<file path="src/rtl/pma_pkg.sv">
// ----------------------------------------------------------------------------
// pma_pkg
// Shared types, constants and helper functions of the pressure meter with
// alarm and multiplexed seven-segment display.
// ----------------------------------------------------------------------------
`default_nettype none

package pma_pkg;

  localparam int SAMPLE_BITS = 10;
  localparam int OFFSET_W    = 32;
  localparam int SLOPE_W     = 24;
  localparam int THRESH_W    = 14;
  localparam int BLINK_W     = 8;
  localparam int PRESS_W     = 14;
  localparam int FRAC_W      = 16;
  localparam int SEG_W       = 7;
  localparam int SEL_W       = 3;
  localparam int POS_W       = 3;
  localparam int CFG_IDX_W   = 2;
  localparam int CFG_DATA_W  = 32;

  localparam logic [OFFSET_W-1:0] OFFSET_RESET = 32'd591005876;
  localparam logic [SLOPE_W-1:0]  SLOPE_RESET  = 24'd627339;
  localparam logic [THRESH_W-1:0] THRESH_RESET = 14'd3000;
  localparam logic [BLINK_W-1:0]  BLINK_RESET  = 8'd10;

  localparam logic [PRESS_W-1:0] PRESSURE_MAX = 14'd9999;

  localparam logic OP_SAMPLE = 1'b0;
  localparam logic OP_TICK   = 1'b1;

  localparam logic [CFG_IDX_W-1:0] REG_OFFSET = 2'd0;
  localparam logic [CFG_IDX_W-1:0] REG_SLOPE  = 2'd1;
  localparam logic [CFG_IDX_W-1:0] REG_THRESH = 2'd2;
  localparam logic [CFG_IDX_W-1:0] REG_BLINK  = 2'd3;

  localparam logic [POS_W-1:0] POS_THOUSANDS = 3'd1;
  localparam logic [POS_W-1:0] POS_HUNDREDS  = 3'd2;
  localparam logic [POS_W-1:0] POS_TENS      = 3'd3;

  localparam logic [SEL_W-1:0] SEL_THOUSANDS = 3'b001;
  localparam logic [SEL_W-1:0] SEL_HUNDREDS  = 3'b010;
  localparam logic [SEL_W-1:0] SEL_TENS      = 3'b100;
  localparam logic [SEL_W-1:0] SEL_NONE      = 3'b000;
  localparam logic [SEL_W-1:0] SEL_RESET     = 3'b111;

  typedef struct packed {
    logic                   op;
    logic [SAMPLE_BITS-1:0] sample;
  } pma_in_t;

  typedef struct packed {
    logic [SEG_W-1:0]   segments;
    logic [SEL_W-1:0]   digit_select;
    logic               led_ok;
    logic               led_fault;
    logic               buzzer;
    logic [PRESS_W-1:0] pressure_tenths;
  } pma_out_t;

  typedef struct packed {
    logic [OFFSET_W-1:0] offset_q16;
    logic [SLOPE_W-1:0]  slope_q16;
    logic [THRESH_W-1:0] alarm_threshold_tenths;
    logic [BLINK_W-1:0]  blink_wraps;
  } pma_cfg_t;

  // reciprocal multiplies, exact for any 14-bit value
  function automatic logic [10:0] div10(input logic [PRESS_W-1:0] p);
    logic [29:0] t;
    t = 30'(p) * 30'd52429;
    return t[29:19];
  endfunction

  function automatic logic [7:0] div100(input logic [PRESS_W-1:0] p);
    logic [29:0] t;
    t = 30'(p) * 30'd41944;
    return t[29:22];
  endfunction

  function automatic logic [4:0] div1000(input logic [PRESS_W-1:0] p);
    logic [27:0] t;
    t = 28'(p) * 28'd8389;
    return t[27:23];
  endfunction

  function automatic logic [3:0] digit_of(input logic [10:0] lo, input logic [10:0] hi);
    logic [10:0] d;
    d = lo - ((hi << 3) + (hi << 1));
    return d[3:0];
  endfunction

  function automatic logic [SEG_W-1:0] seg_of(input logic [3:0] digit);
    logic [SEG_W-1:0] s;
    case (digit)
      4'd0: s = 7'h3F;
      4'd1: s = 7'h06;
      4'd2: s = 7'h5B;
      4'd3: s = 7'h4F;
      4'd4: s = 7'h66;
      4'd5: s = 7'h6D;
      4'd6: s = 7'h7D;
      4'd7: s = 7'h07;
      4'd8: s = 7'h7F;
      4'd9: s = 7'h6F;
      default: s = 7'h00;
    endcase
    return s;
  endfunction

endpackage

`default_nettype wire

</file>
<file path="src/rtl/pressure_meter_alarm_display.sv">
// ----------------------------------------------------------------------------
// pressure_meter_alarm_display
// Pressure meter with alarm and a three-digit multiplexed seven-segment scan.
//
// Input channel item_valid/item_stall/item carries one word per event: a
// converter sample (op sample) or a display scan tick (op tick). Every
// accepted word gives exactly one word on result_valid/result_stall/result,
// showing segments, digit enables, leds, buzzer and stored pressure after
// that event.
// A word goes into the input register, then the conversion or scan logic
// updates the meter state and loads the result register. Throughput is one
// word per cycle while the receiver does not stall, set by the single
// state-update step between those two registers.
// When the receiver stalls, the result register holds its word and the
// input register still takes one more word; item_stall rises only when
// both are full.
// Configuration is a plain write port (wr_en, wr_index, wr_data).
// Synchronous reset loads the default calibration and clears the state.
// ----------------------------------------------------------------------------
`default_nettype none

module pressure_meter_alarm_display (
  input  wire logic                           clk,
  input  wire logic                           rst,
  input  wire logic                           item_valid,
  output logic                                item_stall,
  input  wire pma_pkg::pma_in_t               item,
  output logic                                result_valid,
  input  wire logic                           result_stall,
  output pma_pkg::pma_out_t                   result,
  input  wire logic                           wr_en,
  input  wire logic [pma_pkg::CFG_IDX_W-1:0]  wr_index,
  input  wire logic [pma_pkg::CFG_DATA_W-1:0] wr_data
);
  import pma_pkg::*;

  pma_cfg_t cfg;
  pma_in_t  stage_data;
  pma_out_t result_next;
  logic     stage_valid;
  logic     advance;
  logic     fire;

  assign advance = ~result_valid | ~result_stall;
  assign fire    = stage_valid & advance;

  pma_cfg u_cfg (
    .clk      (clk),
    .rst      (rst),
    .wr_en    (wr_en),
    .wr_index (wr_index),
    .wr_data  (wr_data),
    .cfg      (cfg)
  );

  pma_in_stage u_in_stage (
    .clk         (clk),
    .rst         (rst),
    .item_valid  (item_valid),
    .item_stall  (item_stall),
    .item        (item),
    .advance     (advance),
    .stage_valid (stage_valid),
    .stage_data  (stage_data)
  );

  pma_core u_core (
    .clk         (clk),
    .rst         (rst),
    .cfg         (cfg),
    .stage_data  (stage_data),
    .fire        (fire),
    .result_next (result_next)
  );

  always_ff @(posedge clk) begin
    if (rst) begin
      result_valid <= 1'b0;
    end else if (advance) begin
      result_valid <= stage_valid;
    end
  end

  always_ff @(posedge clk) begin
    if (fire) begin
      result <= result_next;
    end
  end

endmodule

`default_nettype wire

</file>
<file path="src/rtl/pma_cfg.sv">
// ----------------------------------------------------------------------------
// pma_cfg
// Configuration register file: offset, slope, alarm threshold, blink wraps.
// ----------------------------------------------------------------------------
`default_nettype none

module pma_cfg (
  input  wire logic                             clk,
  input  wire logic                             rst,
  input  wire logic                             wr_en,
  input  wire logic [pma_pkg::CFG_IDX_W-1:0]    wr_index,
  input  wire logic [pma_pkg::CFG_DATA_W-1:0]   wr_data,
  output pma_pkg::pma_cfg_t                     cfg
);
  import pma_pkg::*;

  always_ff @(posedge clk) begin
    if (rst) begin
      cfg.offset_q16             <= OFFSET_RESET;
      cfg.slope_q16              <= SLOPE_RESET;
      cfg.alarm_threshold_tenths <= THRESH_RESET;
      cfg.blink_wraps            <= BLINK_RESET;
    end else if (wr_en) begin
      case (wr_index)
        REG_OFFSET: cfg.offset_q16             <= wr_data[OFFSET_W-1:0];
        REG_SLOPE:  cfg.slope_q16              <= wr_data[SLOPE_W-1:0];
        REG_THRESH: cfg.alarm_threshold_tenths <= wr_data[THRESH_W-1:0];
        REG_BLINK:  cfg.blink_wraps            <= wr_data[BLINK_W-1:0];
        default: begin
        end
      endcase
    end
  end

endmodule

`default_nettype wire

</file>
<file path="src/rtl/pma_in_stage.sv">
// ----------------------------------------------------------------------------
// pma_in_stage
// Input register: holds one accepted word while the result side is stalled.
// ----------------------------------------------------------------------------
`default_nettype none

module pma_in_stage (
  input  wire logic              clk,
  input  wire logic              rst,
  input  wire logic              item_valid,
  output logic                   item_stall,
  input  wire pma_pkg::pma_in_t  item,
  input  wire logic              advance,
  output logic                   stage_valid,
  output pma_pkg::pma_in_t       stage_data
);
  import pma_pkg::*;

  assign item_stall = stage_valid & ~advance;

  always_ff @(posedge clk) begin
    if (rst) begin
      stage_valid <= 1'b0;
    end else if (!item_stall) begin
      stage_valid <= item_valid;
    end
  end

  always_ff @(posedge clk) begin
    if (!item_stall && item_valid) begin
      stage_data <= item;
    end
  end

endmodule

`default_nettype wire

</file>
<file path="src/rtl/pma_core.sv">
// ----------------------------------------------------------------------------
// pma_core
// Meter state and next-state logic: sample conversion with alarm compare,
// display scan with digit extraction and buzzer blink.
// ----------------------------------------------------------------------------
`default_nettype none

module pma_core (
  input  wire logic              clk,
  input  wire logic              rst,
  input  wire pma_pkg::pma_cfg_t cfg,
  input  wire pma_pkg::pma_in_t  stage_data,
  input  wire logic              fire,
  output pma_pkg::pma_out_t      result_next
);
  import pma_pkg::*;

  localparam int PROD_W = SLOPE_W + SAMPLE_BITS;
  localparam int DIFF_W = PROD_W + 1;

  logic [PRESS_W-1:0] pressure_reg, pressure_reg_next;
  logic               fault_flag, fault_flag_next;
  logic [POS_W-1:0]   scan_position, scan_position_next;
  logic [BLINK_W-1:0] wrap_count, wrap_count_next;
  logic               buzzer_level, buzzer_level_next;
  logic [SEG_W-1:0]   segment_reg, segment_reg_next;
  logic [SEL_W-1:0]   select_reg, select_reg_next;

  logic [PROD_W-1:0]   prod;
  logic [DIFF_W-1:0]   diff;
  logic [OFFSET_W-1:0] q;
  logic [OFFSET_W-1:0] thr;
  logic [FRAC_W-1:0]   whole;
  logic [POS_W-1:0]    pos;
  logic [BLINK_W:0]    wrap_inc;
  logic [10:0]         lo;
  logic [10:0]         hi;

  always_comb begin
    prod  = PROD_W'(cfg.slope_q16) * PROD_W'(stage_data.sample);
    diff  = DIFF_W'(cfg.offset_q16) - DIFF_W'(prod);
    q     = diff[DIFF_W-1] ? '0 : diff[OFFSET_W-1:0];
    thr   = OFFSET_W'({cfg.alarm_threshold_tenths, {FRAC_W{1'b0}}});
    whole = q[OFFSET_W-1:FRAC_W];

    pressure_reg_next  = pressure_reg;
    fault_flag_next    = fault_flag;
    scan_position_next = scan_position;
    wrap_count_next    = wrap_count;
    buzzer_level_next  = buzzer_level;
    segment_reg_next   = segment_reg;
    select_reg_next    = select_reg;
    pos                = scan_position;
    wrap_inc           = {1'b0, wrap_count} + 1'b1;
    lo                 = '0;
    hi                 = '0;

    if (stage_data.op == OP_SAMPLE) begin
      if (q > thr) begin
        fault_flag_next = 1'b1;
      end else if (q < thr) begin
        fault_flag_next   = 1'b0;
        buzzer_level_next = 1'b0;
      end
      pressure_reg_next = (whole > FRAC_W'(PRESSURE_MAX)) ? PRESSURE_MAX
                                                          : whole[PRESS_W-1:0];
    end else begin
      // scan wrap
      if (scan_position > POS_TENS) begin
        pos = POS_THOUSANDS;
        if (fault_flag) begin
          if (wrap_inc > {1'b0, cfg.blink_wraps}) begin
            wrap_count_next   = '0;
            buzzer_level_next = ~buzzer_level;
          end else begin
            wrap_count_next = wrap_inc[BLINK_W-1:0];
          end
        end else begin
          wrap_count_next   = '0;
          buzzer_level_next = 1'b0;
        end
      end
      case (pos)
        POS_THOUSANDS: begin
          lo               = 11'(div1000(pressure_reg));
          select_reg_next  = SEL_THOUSANDS;
          segment_reg_next = seg_of(digit_of(lo, hi));
        end
        POS_HUNDREDS: begin
          lo               = 11'(div100(pressure_reg));
          hi               = 11'(div1000(pressure_reg));
          select_reg_next  = SEL_HUNDREDS;
          segment_reg_next = seg_of(digit_of(lo, hi));
        end
        POS_TENS: begin
          lo               = div10(pressure_reg);
          hi               = 11'(div100(pressure_reg));
          select_reg_next  = SEL_TENS;
          segment_reg_next = seg_of(digit_of(lo, hi));
        end
        default: begin
          select_reg_next = SEL_NONE;
        end
      endcase
      scan_position_next = pos + 1'b1;
    end

    result_next.segments        = segment_reg_next;
    result_next.digit_select    = select_reg_next;
    result_next.led_ok          = ~fault_flag_next;
    result_next.led_fault       = fault_flag_next;
    result_next.buzzer          = buzzer_level_next;
    result_next.pressure_tenths = pressure_reg_next;
  end

  always_ff @(posedge clk) begin
    if (rst) begin
      pressure_reg  <= '0;
      fault_flag    <= 1'b0;
      scan_position <= POS_THOUSANDS;
      wrap_count    <= '0;
      buzzer_level  <= 1'b0;
      segment_reg   <= '0;
      select_reg    <= SEL_RESET;
    end else if (fire) begin
      pressure_reg  <= pressure_reg_next;
      fault_flag    <= fault_flag_next;
      scan_position <= scan_position_next;
      wrap_count    <= wrap_count_next;
      buzzer_level  <= buzzer_level_next;
      segment_reg   <= segment_reg_next;
      select_reg    <= select_reg_next;
    end
  end

endmodule

`default_nettype wire

</file>
<file path="config.mk">
export PLATFORM = sky130hd
export DESIGN_NAME = pressure_meter_alarm_display
export DESIGN_NICKNAME = d
export VERILOG_FILES = /design/src/rtl/pma_pkg.sv /design/src/rtl/pressure_meter_alarm_display.sv /design/src/rtl/pma_cfg.sv /design/src/rtl/pma_in_stage.sv /design/src/rtl/pma_core.sv
export SDC_FILE = /design/constraint.sdc
export NUM_CORES = 1
export LEC_CHECK = 0
export BUFFER_PORTS_ARGS = -buffer_cell sky130_fd_sc_hd__buf_4
export CORE_ASPECT_RATIO = 0.7
export CORE_MARGIN = 4
export CORE_UTILIZATION = 39
export DETAILED_ROUTE_END_ITERATION = 8
export GPL_ROUTABILITY_DRIVEN = 0
export PLACE_DENSITY = 0.54
export SYNTH_ARGS = -nofsm -noshare
export SYNTH_HDL_FRONTEND = slang
export SYNTH_SLANG_ARGS = --single-unit
</file>
<file path="constraint.sdc">
create_clock -name clk -period 12.35 [get_ports clk]
set_clock_uncertainty 0.05 [all_clocks]
set_input_delay 1.235 -clock clk [delete_from_list [all_inputs] [get_ports clk]]
set_output_delay 1.235 -clock clk [all_outputs]
set_load 0.02 [all_outputs]
</file>
==> results summary, run 1 <==
The vias after detailed routing is 18790. The net count after synthesis is 3485. The setup total negative slack is 0 ns.

The global-route usage over all layers came out at ~22%. The sink of the worst hold path is u_cfg.cfg[77]. The number of max-cap violations came out at 0. The post-synthesis register bit count came out at 155. The via-per-instance ratio came out at 5.235. Setup repair after global routing left no endpoint under its margin. The Yosys step of the flow raised 0 warnings. The clock net sink count is approximately 160. The area growth from synthesis to layout is 8.387%. The number of antenna violations at the first check in global routing came out at 2.

The post-cts resize count came out at 0. The antenna diode instance count is 0. The worst pin sits at a relative slew slack of 17.60%.

The wire length of the first global-routing pass is 113700 µm. The number of setup violations in the final report came out at 0. Among all flip-flop cells after synthesis, the most frequent one is dfxtp_1. The die outline area is 65880 µm². The most numerous cell on the critical path is fa_1. The total wire length after detailed routing came out at 71160 µm.

The multi-input gate area in the final layout came out at ~18000 µm². The port buffer count is 78. The switching power is around 3.3 mW.

Dividing the detail-routed wire length by the instance count gives 19.82 µm. The fraction of post-synthesis cell area in the top cell type by area is between 20% and 30%. The worst path setup slack after routing is ~3.0 ns.

The DRC violation count after routing came out at 0. The number of flip-flops under the largest register name is 78. The sequential cell area in the final layout is 3483 µm². In this run the standard cell core region covers 60530 µm². The final number of max-transition violations is 0. The worst hold path begins at u_cfg.cfg[77]. STA classifies the critical path startpoint as a flip-flop.

The number of top-level pins came out at 79. The total of fill cells in the finished design came out at 6022. In this run the critical register-to-register path is launched from u_in_stage.stage_data[7].

The most common cell after layout, fill and taps aside is inv_1. Setup slack on the worst reg-to-reg path comes out at 2.97 ns. The relative contribution of sequential cells to total power came out at 10.8%. The fraction of the cycle the final worst path needs came out at 75.91%. The buffer levels on the longest clock path is 2. The design internal power is 2.628 mW. The data required time at the worst endpoint is 12.49 ns. Each instance of the synthesized netlist takes up on average around 9 µm². In the post-synthesis netlist, the biggest area contributors are fa_1 (29%), ha_1 (18%), dfxtp_1 (9.7%), inv_1 (9.1%), nand2_1 (5.3%). The worst hold path was traced through 2 stages. The worst-skew pair later-pin latency is 0.46 ns. The initial core utilization came out at 39.80%. The worst-case IR drop observed on VDD is 193.8 µV.

The count of standard-cell rows came out at 75. For the worst flop-to-flop path, the logic depth is 29. Of the cells placed in the final design, the portion with a size suffix greater than 1 is under 10%.

The clock slew seen by the registers of the worst setup and hold paths came out at 0.08 ns. Entering global routing, the biggest net connects 82 pins. The via count of the first global-routing pass came to between 15000 and 20000. For this design the static power due to leakage is 12.85 nW.

The maximum operating frequency came out at 106.7 MHz. Summed over all instances, the cell type with the most area after synthesis is fa_1. In this run the critical register-to-register path is captured at result[15]. The fraction of power consumed by combinational cells is 79.6%. The proportion of synthesized flip-flops having asynchronous set or reset came out at 0%.

The switching share of power is 55.57%. The nature of the critical path endpoint is a flip-flop. The slowest stage of the critical path belongs to the cell edfxtp_1. The run finished with clean final reports. The die width is between 300 and 400 µm. The die boundary height is 215.9 µm. The library cells used most frequently in the layout, excluding fill and tap cells, are inv_1 (584), ha_1 (345), fa_1 (343), nand2_1 (338), and2_1 (157). The iteration count of the initial detailed-routing pass came out at 5. The combined area of all synthesized cells came out at 24090 µm². The maximum fanout along the worst path is 24. The level count of the clock H-tree came out at 4. The number of enable-type register cells in the synthesized netlist came out at 38. The number of library cell types mapped by synthesis is 78. The maximum single-stage delay on the critical path is 1.05 ns.

Prior to clock tree synthesis, the placed netlist has a worst setup slack of approximately 3.2 ns. Synthesis handed over a netlist of 2747 instances. The number of hold-slack violations in the final timing report came out at 0. The arrival time at the worst endpoint came out at 9.52 ns. The actual slew at the worst max-slew pin came out at between 1 and 1.5 ns.

In this run, the clock network consumes 9.5% of the power. The count of nets left with antenna violations after detail routing came out at 0. The tree is rooted in a clkbuf_16. The total half-perimeter wirelength after legalization and detailed placement came out at 59120 µm.

The power density relative to cell area is 226.5 nW/µm². The sequential fraction of the synthesis area came out at 14.46%. Global routing finished with a remaining overflow of 0. The shortest period the worst path allows is 9.375 ns. The post-cts hold buffer count is 0.

The setup path with the least slack is of type flip-flop to flip-flop. In this run the worst hold path is classified as flip-flop to flip-flop. After the first detailed-routing iteration, the DRC count stood at 1304.

The number of nets in the layout is roughly 3500. The TritonCTS buffer count came out at 17. The number of buffers inserted by post-CTS setup repair came out at 0. The clock tree from TritonCTS is done.
cell usage after synthesis, types with 9 or more instances:
| cell | number |
|---|---|
| a211o_1 | 11 |
| a21o_1 | 21 |
| a21oi_1 | 121 |
| a311oi_1 | 14 |
| a31oi_1 | 19 |
| and2_1 | 157 |
| and3_1 | 17 |
| clkbuf_1 | 92 |
| dfxtp_1 | 117 |
| edfxtp_1 | 38 |
| fa_1 | 343 |
| ha_1 | 345 |
| inv_1 | 584 |
| nand2_1 | 338 |
| nand3_1 | 43 |
| nand3b_1 | 28 |
| nand4_1 | 23 |
| nor2_1 | 102 |
| nor2b_1 | 9 |
| nor3_1 | 27 |
| o211ai_1 | 13 |
| o21a_1 | 13 |
| o21ai_0 | 50 |
| or2_2 | 10 |
| xnor2_1 | 35 |
| xor2_1 | 18 |
power by group through the flow:
stage / combinational [mW] / clock (mW) / sequential [mW]
2_1_floorplan: 3.33 / 0 / 0.648
3_3_place_gp: 4.56 / 0 / 0.650
3_5_place_dp: 4.61 / 0 / 0.651
4_1_cts: 4.65 / 0.576 / 0.640
5_1_grt: 5.32 / 0.596 / 0.645
6_report: 4.71 / 0.564 / 0.640
kinds of logic (layout without fill, tap and decap cells):
logic type      Yosys count  in the layout  synth area share (%)
fa+ha+maj               688            688                 46.42
simple gates            794            794                 16.02
mux                      10             10                0.4362
flops                   155            155                 14.46
compound gates          363            363                 10.03
xor+xnor                 54             54                 1.994
other cells               1              1               0.01557
buf+inv                 682            717                 10.63
worst max-delay path, delay by kind of cell (launching register included):
kind            cells  cell delay, ns
flops               1            1.05
compound gates      8            2.03
fa+ha+maj           7            3.18
buf+inv             3            0.20
simple gates       10            1.97
xor+xnor            1            0.58
cell type report:
cell class                 count  area share, %
sequential                   155          13.34
clock inverter                15         0.7475
tap                          808          3.872
timing repair buffer          99          2.846
multi-input combinational   1910          69.14
inverter                     586          8.424
clock buffer                  17          1.629
per-stage QoR:
stage	total power [mW]	hold WS, ns	cells	instance area [µm²]	utilization (%)
2_1_floorplan	3.979	0.3768	2747	24090	-
3_3_place_gp	5.209	0.3844	3558	25490	42.12
3_5_place_dp	5.262	0.3958	3558	25490	42.12
4_1_cts	5.867	0.4079	3590	26110	43.14
5_1_grt	6.563	0.4306	3590	26110	43.14
6_report	5.915	0.4076	3590	26110	43.14
per-layer routing:
layer | GRT usage, % | up-vias | share of wire [%]
met5 | 1.017 | - | 0.13
met4 | 2.714 | 2 | 1.1
met3 | 6.380 | 52 | 9.2
met2 | 31.48 | 542 | 40
met1 | 34.01 | 9395 | 50
li1 | - | 8803 | -
how the worst max path moves through the flow:
stage	from	to	slack (ns)	cells past startpoint
after floorplan	u_in_stage.stage_data[6]	result[15]	4.82	32
after global placement	u_in_stage.stage_data[9]	result[15]	3.41	29
after detailed placement	u_in_stage.stage_data[9]	result[15]	3.21	29
after CTS	u_in_stage.stage_data[9]	result[15]	3.19	29
after global routing	u_in_stage.stage_data[9]	result[15]	2.60	29
final	u_in_stage.stage_data[7]	result[15]	2.97	29
Note: power is estimated with default switching activity, not from simulation.
==> run 2, diff against run 1 <==
--- a/config.mk
+++ b/config.mk
@@ -5,13 +5,14 @@
 export SDC_FILE = /design/constraint.sdc
 export NUM_CORES = 1
 export LEC_CHECK = 0
+export ABC_AREA = 1
 export BUFFER_PORTS_ARGS = -buffer_cell sky130_fd_sc_hd__buf_4
 export CORE_ASPECT_RATIO = 0.7
 export CORE_MARGIN = 4
 export CORE_UTILIZATION = 39
 export DETAILED_ROUTE_END_ITERATION = 8
 export GPL_ROUTABILITY_DRIVEN = 0
-export PLACE_DENSITY = 0.54
+export PLACE_DENSITY = 0.56
 export SYNTH_ARGS = -nofsm -noshare
 export SYNTH_HDL_FRONTEND = slang
 export SYNTH_SLANG_ARGS = --single-unit
==> constraint.sdc (replaced) <==
create_clock -name clk -period 8.56 [get_ports clk]
set_clock_uncertainty 0.05 [all_clocks]
set_input_delay 0.856 -clock clk [delete_from_list [all_inputs] [get_ports clk]]
set_output_delay 0.856 -clock clk [all_outputs]
set_load 0.02 [all_outputs]
==> results summary, run 2 <==
The critical path buffer and inverter count is 5 (+2). The via count of the first global-routing pass is 19670 (-0.096%). The sequential cell area in the final layout came out at 3483 µm² (unchanged). The number of hold-slack violations in the final timing report is 0 (unchanged). The min-delay analysis places its worst path in the category flip-flop to flip-flop. The post-cts resize count came out at 0 (unchanged). The data required time at the worst endpoint is 8.75 ns (-3.74 ns).

The mean routed wirelength per cell came out at 16.08 µm (-19%). The worst setup path is of the flip-flop to flip-flop kind. The worst-skew pair later-pin latency came out at 0.49 ns (+0.03 ns). The via-per-instance ratio is 4.775 (-8.8%). The total wire length after detailed routing came out at 66890 µm (-6.0%). The cell depth of the worst min-delay path came out at 2 (unchanged). The most numerous cell on the critical path is nand2_1. The global-route congestion overflow total is 0 (unchanged). On the critical path the largest part of the delay comes from adder cells. The met3 wire length came out at 3999 µm (-39%). The tightest slew margin relative to the limit is 25.29% (+7.7 points).

The synthesis-to-layout area growth came out at 8.170%. The worst hold-check slack is 0.4103 ns (+0.002709 ns). The mean post-synth cell area came to 7.695 µm² (-12%).

The wire length the detailed router placed on met1 is 35990 µm (+1.1%). For this run, the leading register cell type out of synthesis is dfxtp_1. The combined area of all synthesized cells is 25220 µm² (+4.7%). The DRC violation count after routing came to 0 (unchanged). The maximum single-stage delay on the critical path is 1.09 ns (+0.04 ns). The multi-input gate area in the final layout is 18080 µm² (+0.17%).

The root buffer cell is clkbuf_16. The arrival time at the worst endpoint is 7.88 ns (-1.64 ns). The vias after detailed routing came out at 19860 (+5.7%). The total of fill cells in the finished design came out at 6502 (+8.0%). The startpoint kind of the worst setup timing path is a flip-flop.

The number of buffers inserted by post-CTS setup repair is 0 (unchanged). The core area is 63590 µm² (+5.1%). The level count of the clock H-tree is 4 (unchanged).

The detailed-routed wire length on met2 is 26110 µm (-7.3%). The fraction of layout instances using a drive strength above 1 came to 6.458% (+0.60 points). The count of standard-cell rows came out at 77 (+2.7%). The topmost layer with routed signal wires is met4. The buffer levels on the longest clock path came out at 2 (unchanged). The clock slew seen by the registers of the worst setup and hold paths is 0.07 ns (about the same). Counting instances in the post-synthesis netlist gives the leading cell types as inv_1 (871), nand2_1 (713), ha_1 (345), fa_1 (343), nor2_1 (168). The number of enable-type register cells in the synthesized netlist came out at 38 (unchanged).

The post-synthesis register bit count was 155 (unchanged). The setup total negative slack came out at 0 ns (unchanged). The sequential fraction of the synthesis area is 13.81% (-0.65 points). The net count after synthesis is 4016 (+15%).

The shortest period the worst path allows came out at 7.684 ns (-1.691 ns). The number of cells on the critical path is 29 (unchanged). The number of max-cap violations is 0 (unchanged). TritonCTS built the clock tree. Yosys instantiated no cell more often than inv_1. The proportion of synthesized flip-flops having asynchronous set or reset came to 0% (unchanged). The actual slew at the worst max-slew pin came to 1.121 ns (-0.1109 ns). The fraction of the cycle the final worst path needs was 89.77% (+14 points). The number of setup violations in the final report is 0 (unchanged).

The wire length of the first global-routing pass is 109400 µm (-3.8%). The critical-path cell with the highest stage delay is edfxtp_1. The maximum operating frequency is 130.1 MHz (+22%). Setup repair after global routing left no endpoint under its margin. The TritonCTS buffer count is 17 (unchanged). The number of antenna violations at the first check in global routing is 2 (unchanged). The final number of max-transition violations came out at 0 (unchanged). The number of nets in the layout is 4054 (+16%).

The fraction of post-synthesis cell area in the top cell type by area came out at 27.22% (-1.3 points). The die boundary height came out at 220.8 µm (+2.2%). The starting DRC count in detailed routing came out at 1489 (+14%). The maximum fanout along the worst path came to 24 (unchanged). The clock net sink count is 155 (unchanged).

The die outline area came out at 68870 µm² (+4.5%). The global-route usage over all layers came out at 20.46% (-1.7 points). The iteration count of the initial detailed-routing pass came out at 5 (unchanged). The largest net degree at the start of global routing is 97 (+18%). The initial core utilization came out at 39.67% (-0.13 points). The count of nets left with antenna violations after detail routing came out at 0 (unchanged). In the layout the commonest cells are inv_1 (870), nand2_1 (713), ha_1 (345), fa_1 (343), nor2_1 (165). The nature of the critical path endpoint is a flip-flop. The number of flip-flops under the largest register name is 78 (unchanged). Leaving out fill and tap cells, the most frequent cell in the layout is inv_1. The depth of the worst register-to-register path came out at 29 (unchanged).

The post-synthesis cell count came out at 3278 (+19%). The number of library cell types mapped by synthesis is 58 (-26%). The total half-perimeter wirelength after legalization and detailed placement came out at 55790 µm (-5.6%). The number of warning messages in the yosys log is 0 (unchanged).

The biggest area consumer among synthesized cells is fa_1. Ranked by total cell area, the synthesized netlist is headed by fa_1 (27%), ha_1 (17%), inv_1 (13%), nand2_1 (11%), dfxtp_1 (9.3%). The die width came to 312.0 µm (+2.3%). The number of top-level pins is 79 (unchanged). The flow ran to the end, and the final reports show no timing, DRC or antenna violations.

The port buffer count was 78 (unchanged). The post-cts hold buffer count was 0 (unchanged).
-- run 2: worst paths after layout --
kind | startpoint | slack, ns | endpoint
min reg2reg | u_core.select_reg[1] | 0.41 | u_core.select_reg[1]
max | u_in_stage.stage_data[6] | 0.88 | result[15]
min | u_core.select_reg[1] | 0.41 | u_core.select_reg[1]
max reg2reg | u_in_stage.stage_data[6] | 0.88 | result[15]
-- run 2: kinds of logic (layout without fill, tap and decap cells) --
group                    after synthesis  after routing  share of synthesized area (%)
AND/OR/NAND/NOR                     1111           1111                          18.52
buffers and inverters                962           1013                          14.54
adder cells (fa/ha/maj)              688            688                          44.34
AO/OA/AOI/OAI                        322            322                          7.247
flip-flops                           155            155                          13.81
XOR/XNOR                              39             39                          1.533
other                                  1              2                        0.01487
-- run 2: final cells by class --
class                   count  area share (%)
diodes                      1        0.009171
flip-flops and latches    155           12.77
multi-input cells        2161           66.28
repair buffers            102           2.806
inverters                 879           12.10
well taps                 829           3.802
clock buffers              18           1.573
clock inverters            14          0.6603
-- run 2: per-layer routing --
metal	vias to the layer above	track usage, %
li1	9944	-
met5	-	0
met2	427	28.98
met3	41	3.932
met4	0	4.172
met1	9448	32.08
-- run 2: metrics by stage --
step,util [%],area [µm²],setup WS [ns],instances
after detailed placement,41.95,26670,1.079,4126
after floorplan,-,25220,2.296,3278
after CTS,42.91,27280,1.053,4158
after global placement,41.95,26670,1.125,4126
final,42.91,27280,0.8756,4159
after global routing,42.91,27280,0.3409,4158
-- run 2: worst register-to-register path: cells and delay by family, from the launching register on --
family | cells | cell delay, ns
flops | 1 | 1.09
xor+xnor | 1 | 0.49
simple gates | 9 | 1.12
fa+ha+maj | 7 | 3.19
compound gates | 7 | 1.19
buf+inv | 5 | 0.32
Power of run 2 is left out: the tool's default activity adds up to more than one toggle a clock period on the data nets, which glitch-free logic cannot reach.
==> run 3, diff against run 2 <==
--- a/config.mk
+++ b/config.mk
@@ -12,7 +12,7 @@
 export CORE_UTILIZATION = 39
 export DETAILED_ROUTE_END_ITERATION = 8
 export GPL_ROUTABILITY_DRIVEN = 0
-export PLACE_DENSITY = 0.56
+export PLACE_DENSITY = 0.54
 export SYNTH_ARGS = -nofsm -noshare
 export SYNTH_HDL_FRONTEND = slang
 export SYNTH_SLANG_ARGS = --single-unit
==> constraint.sdc (replaced) <==
create_clock -name clk -period 9.9 [get_ports clk]
set_clock_uncertainty 0.05 [all_clocks]
set_input_delay 0.99 -clock clk [delete_from_list [all_inputs] [get_ports clk]]
set_output_delay 0.99 -clock clk [all_outputs]
set_load 0.02 [all_outputs]
==> results summary, run 3 (same netlist as run 2, synthesis figures left out) <==
The clock net sink count is 155 (unchanged). The die outline area is 68870 µm² (unchanged). The maximum operating frequency is 132.1 MHz (+1.5%). The total half-perimeter wirelength after legalization and detailed placement is 56500 µm (+1.3%). The number of top-level pins is 79 (unchanged). The number of antenna violations at the first check in global routing came out at 1 (-1). TritonCTS built the clock tree.

The count of standard-cell rows came out at 77 (unchanged). The TritonCTS buffer count came to 17 (unchanged). The die width is 312.0 µm (unchanged). The number of flip-flops under the largest register name is 78 (unchanged). The number of hold-slack violations in the final timing report was 0 (unchanged). The port buffer count came to 78 (unchanged). The met2 capacity usage during global routing is 28.93% (-0.052 points). The number of setup violations in the final report is 0 (unchanged).

The wire length of the first global-routing pass came to 110200 µm (+0.65%). The source of the worst register-to-register timing path is u_in_stage.stage_data[6]. The antenna diode instance count came out at 0 (-1). The post-cts resize count is 0 (unchanged). The post-route standard cell area excluding fillers is 27250 µm² (-0.11%). The via count of the first global-routing pass is 19500 (-0.86%). The largest individual stage delay along the critical path comes from the cell edfxtp_1. The data required time at the worst endpoint is 10.10 ns (+1.35 ns). The iteration count of the initial detailed-routing pass is 6 (+1). The actual slew at the worst max-slew pin came to 1.157 ns (+0.03585 ns). The instance area at placement came to 26640 µm² (-0.11%). The buffer levels on the longest clock path is 2 (unchanged).

The fraction of layout instances using a drive strength above 1 is 6.346% (-0.11 points). The core area is 63590 µm² (unchanged). The starting DRC count in detailed routing came out at 1445 (-3.0%).

The global-route usage over all layers came out at 20.61% (+0.15 points). The most critical setup path has its startpoint at u_in_stage.stage_data[6]. The number of nets in the layout came out at 4050 (-0.099%). The met1 track utilization from global routing came out at 32.79% (+0.71 points).

STA classifies the critical path endpoint as a flip-flop. The startpoint identified for the worst hold timing path is u_core.scan_position[1]. The startpoint kind of the worst setup timing path is a flip-flop.

The initial core utilization was 39.67% (unchanged). The largest net degree at the start of global routing is 79 (-19%). The level count of the clock H-tree came out at 4 (unchanged). The mean routed wirelength per cell is 16.33 µm (+1.6%).

The via-per-instance ratio was 4.761 (-0.29%). The clock slew seen by the registers of the worst setup and hold paths is 0.07 ns (about the same). The flow ran to the end, and the final reports show no timing, DRC or antenna violations. The die boundary height is 220.8 µm (unchanged). The vias after detailed routing was 19780 (-0.41%).

The met3 global-route usage came out at 3.773% (-0.16 points). The DRC violation count after routing came to 0 (unchanged). The maximum single-stage delay on the critical path is 1.03 ns (-0.06 ns). The most common cell after layout, fill and taps aside is inv_1. The final number of max-transition violations was 0 (unchanged).

The number of max-cap violations is 0 (unchanged). The fraction of the cycle the final worst path needs came out at 76.44% (-13 points). The worst setup path is of the flip-flop to flip-flop kind. The worst-skew pair later-pin latency came out at 0.50 ns (about the same). The arrival time at the worst endpoint came out at 7.77 ns (-0.11 ns). The tightest slew margin relative to the limit came out at 22.64% (-2.7 points). In this run the worst hold path is classified as flip-flop to flip-flop. Setup repair after global routing left no endpoint under its margin. The maximum fanout along the worst path is 24 (unchanged). The root buffer cell chosen for the clock tree is clkbuf_16. The global-route congestion overflow total came out at 0 (unchanged). Leaving out fill and tap cells, the most frequent cells in the layout are inv_1 (870), nand2_1 (713), ha_1 (345), fa_1 (343), nor2_1 (165).

The number of buffers inserted by post-CTS setup repair was 0 (unchanged). The setup total negative slack is 0 ns (unchanged). The layer flagged by global routing as most heavily used is met1. The count of nets left with antenna violations after detail routing came out at 0 (unchanged).

The total of fill cells in the finished design is 6586 (+1.3%). The shortest period the worst path allows came out at 7.568 ns (-0.1164 ns). The post-cts hold buffer count came out at 0 (unchanged). The worst hold-check slack came to 0.4069 ns (-0.003364 ns). The synthesis-to-layout area growth is 8.045%. The total wire length after detailed routing is 67850 µm (+1.4%).
[run 3: cell types whose count changed in the layout (fill, tap and decap cells not counted), sizes merged]
cell    change
buf         -4
clkinv      +1
diode       -1
inv         -1
[run 3: worst paths after layout]
path | endpoint | slack, ns | cells past startpoint
setup / recovery | result[16] | 2.33 | 30
hold / removal | u_core.scan_position[1] | 0.41 | 2
setup reg to reg | result[16] | 2.33 | 30
hold reg to reg | u_core.scan_position[1] | 0.41 | 2
[run 3: metal layers]
metal	routed length (µm)	part of all wire, %
met5	0	0
met1	36450	54
met4	792	1.2
met3	4378	6.5
met2	26220	39
[run 3: worst max-delay path, delay by kind of cell (launching register included)]
family	cells	cell delay, ns
simple gates	11	1.31
fa+ha+maj	7	3.14
flops	1	1.03
xor+xnor	1	0.48
compound gates	6	1.06
buf+inv	5	0.24
[run 3: cell type report]
class	count	area, µm²	share of cell area [%]
Timing Repair Buffer	98	735.7	2.699
Clock inverter	14	180.2	0.6611
Clock buffer	18	429.2	1.575
Inverter	879	3303	12.12
Tap cell	829	1037	3.806
Multi-Input combinational cell	2161	18080	66.36
Sequential cell	155	3483	12.78
[run 3: through the flow]
step / setup slack, ns / utilization (%) / instances
2_1_floorplan: 3.636 / - / 3278
3_3_place_gp: 2.459 / 41.90 / 4122
3_5_place_dp: 2.451 / 41.90 / 4122
4_1_cts: 2.429 / 42.86 / 4154
5_1_grt: 1.878 / 42.86 / 4154
6_report: 2.332 / 42.86 / 4154
Power of run 3 is left out for the same reason.
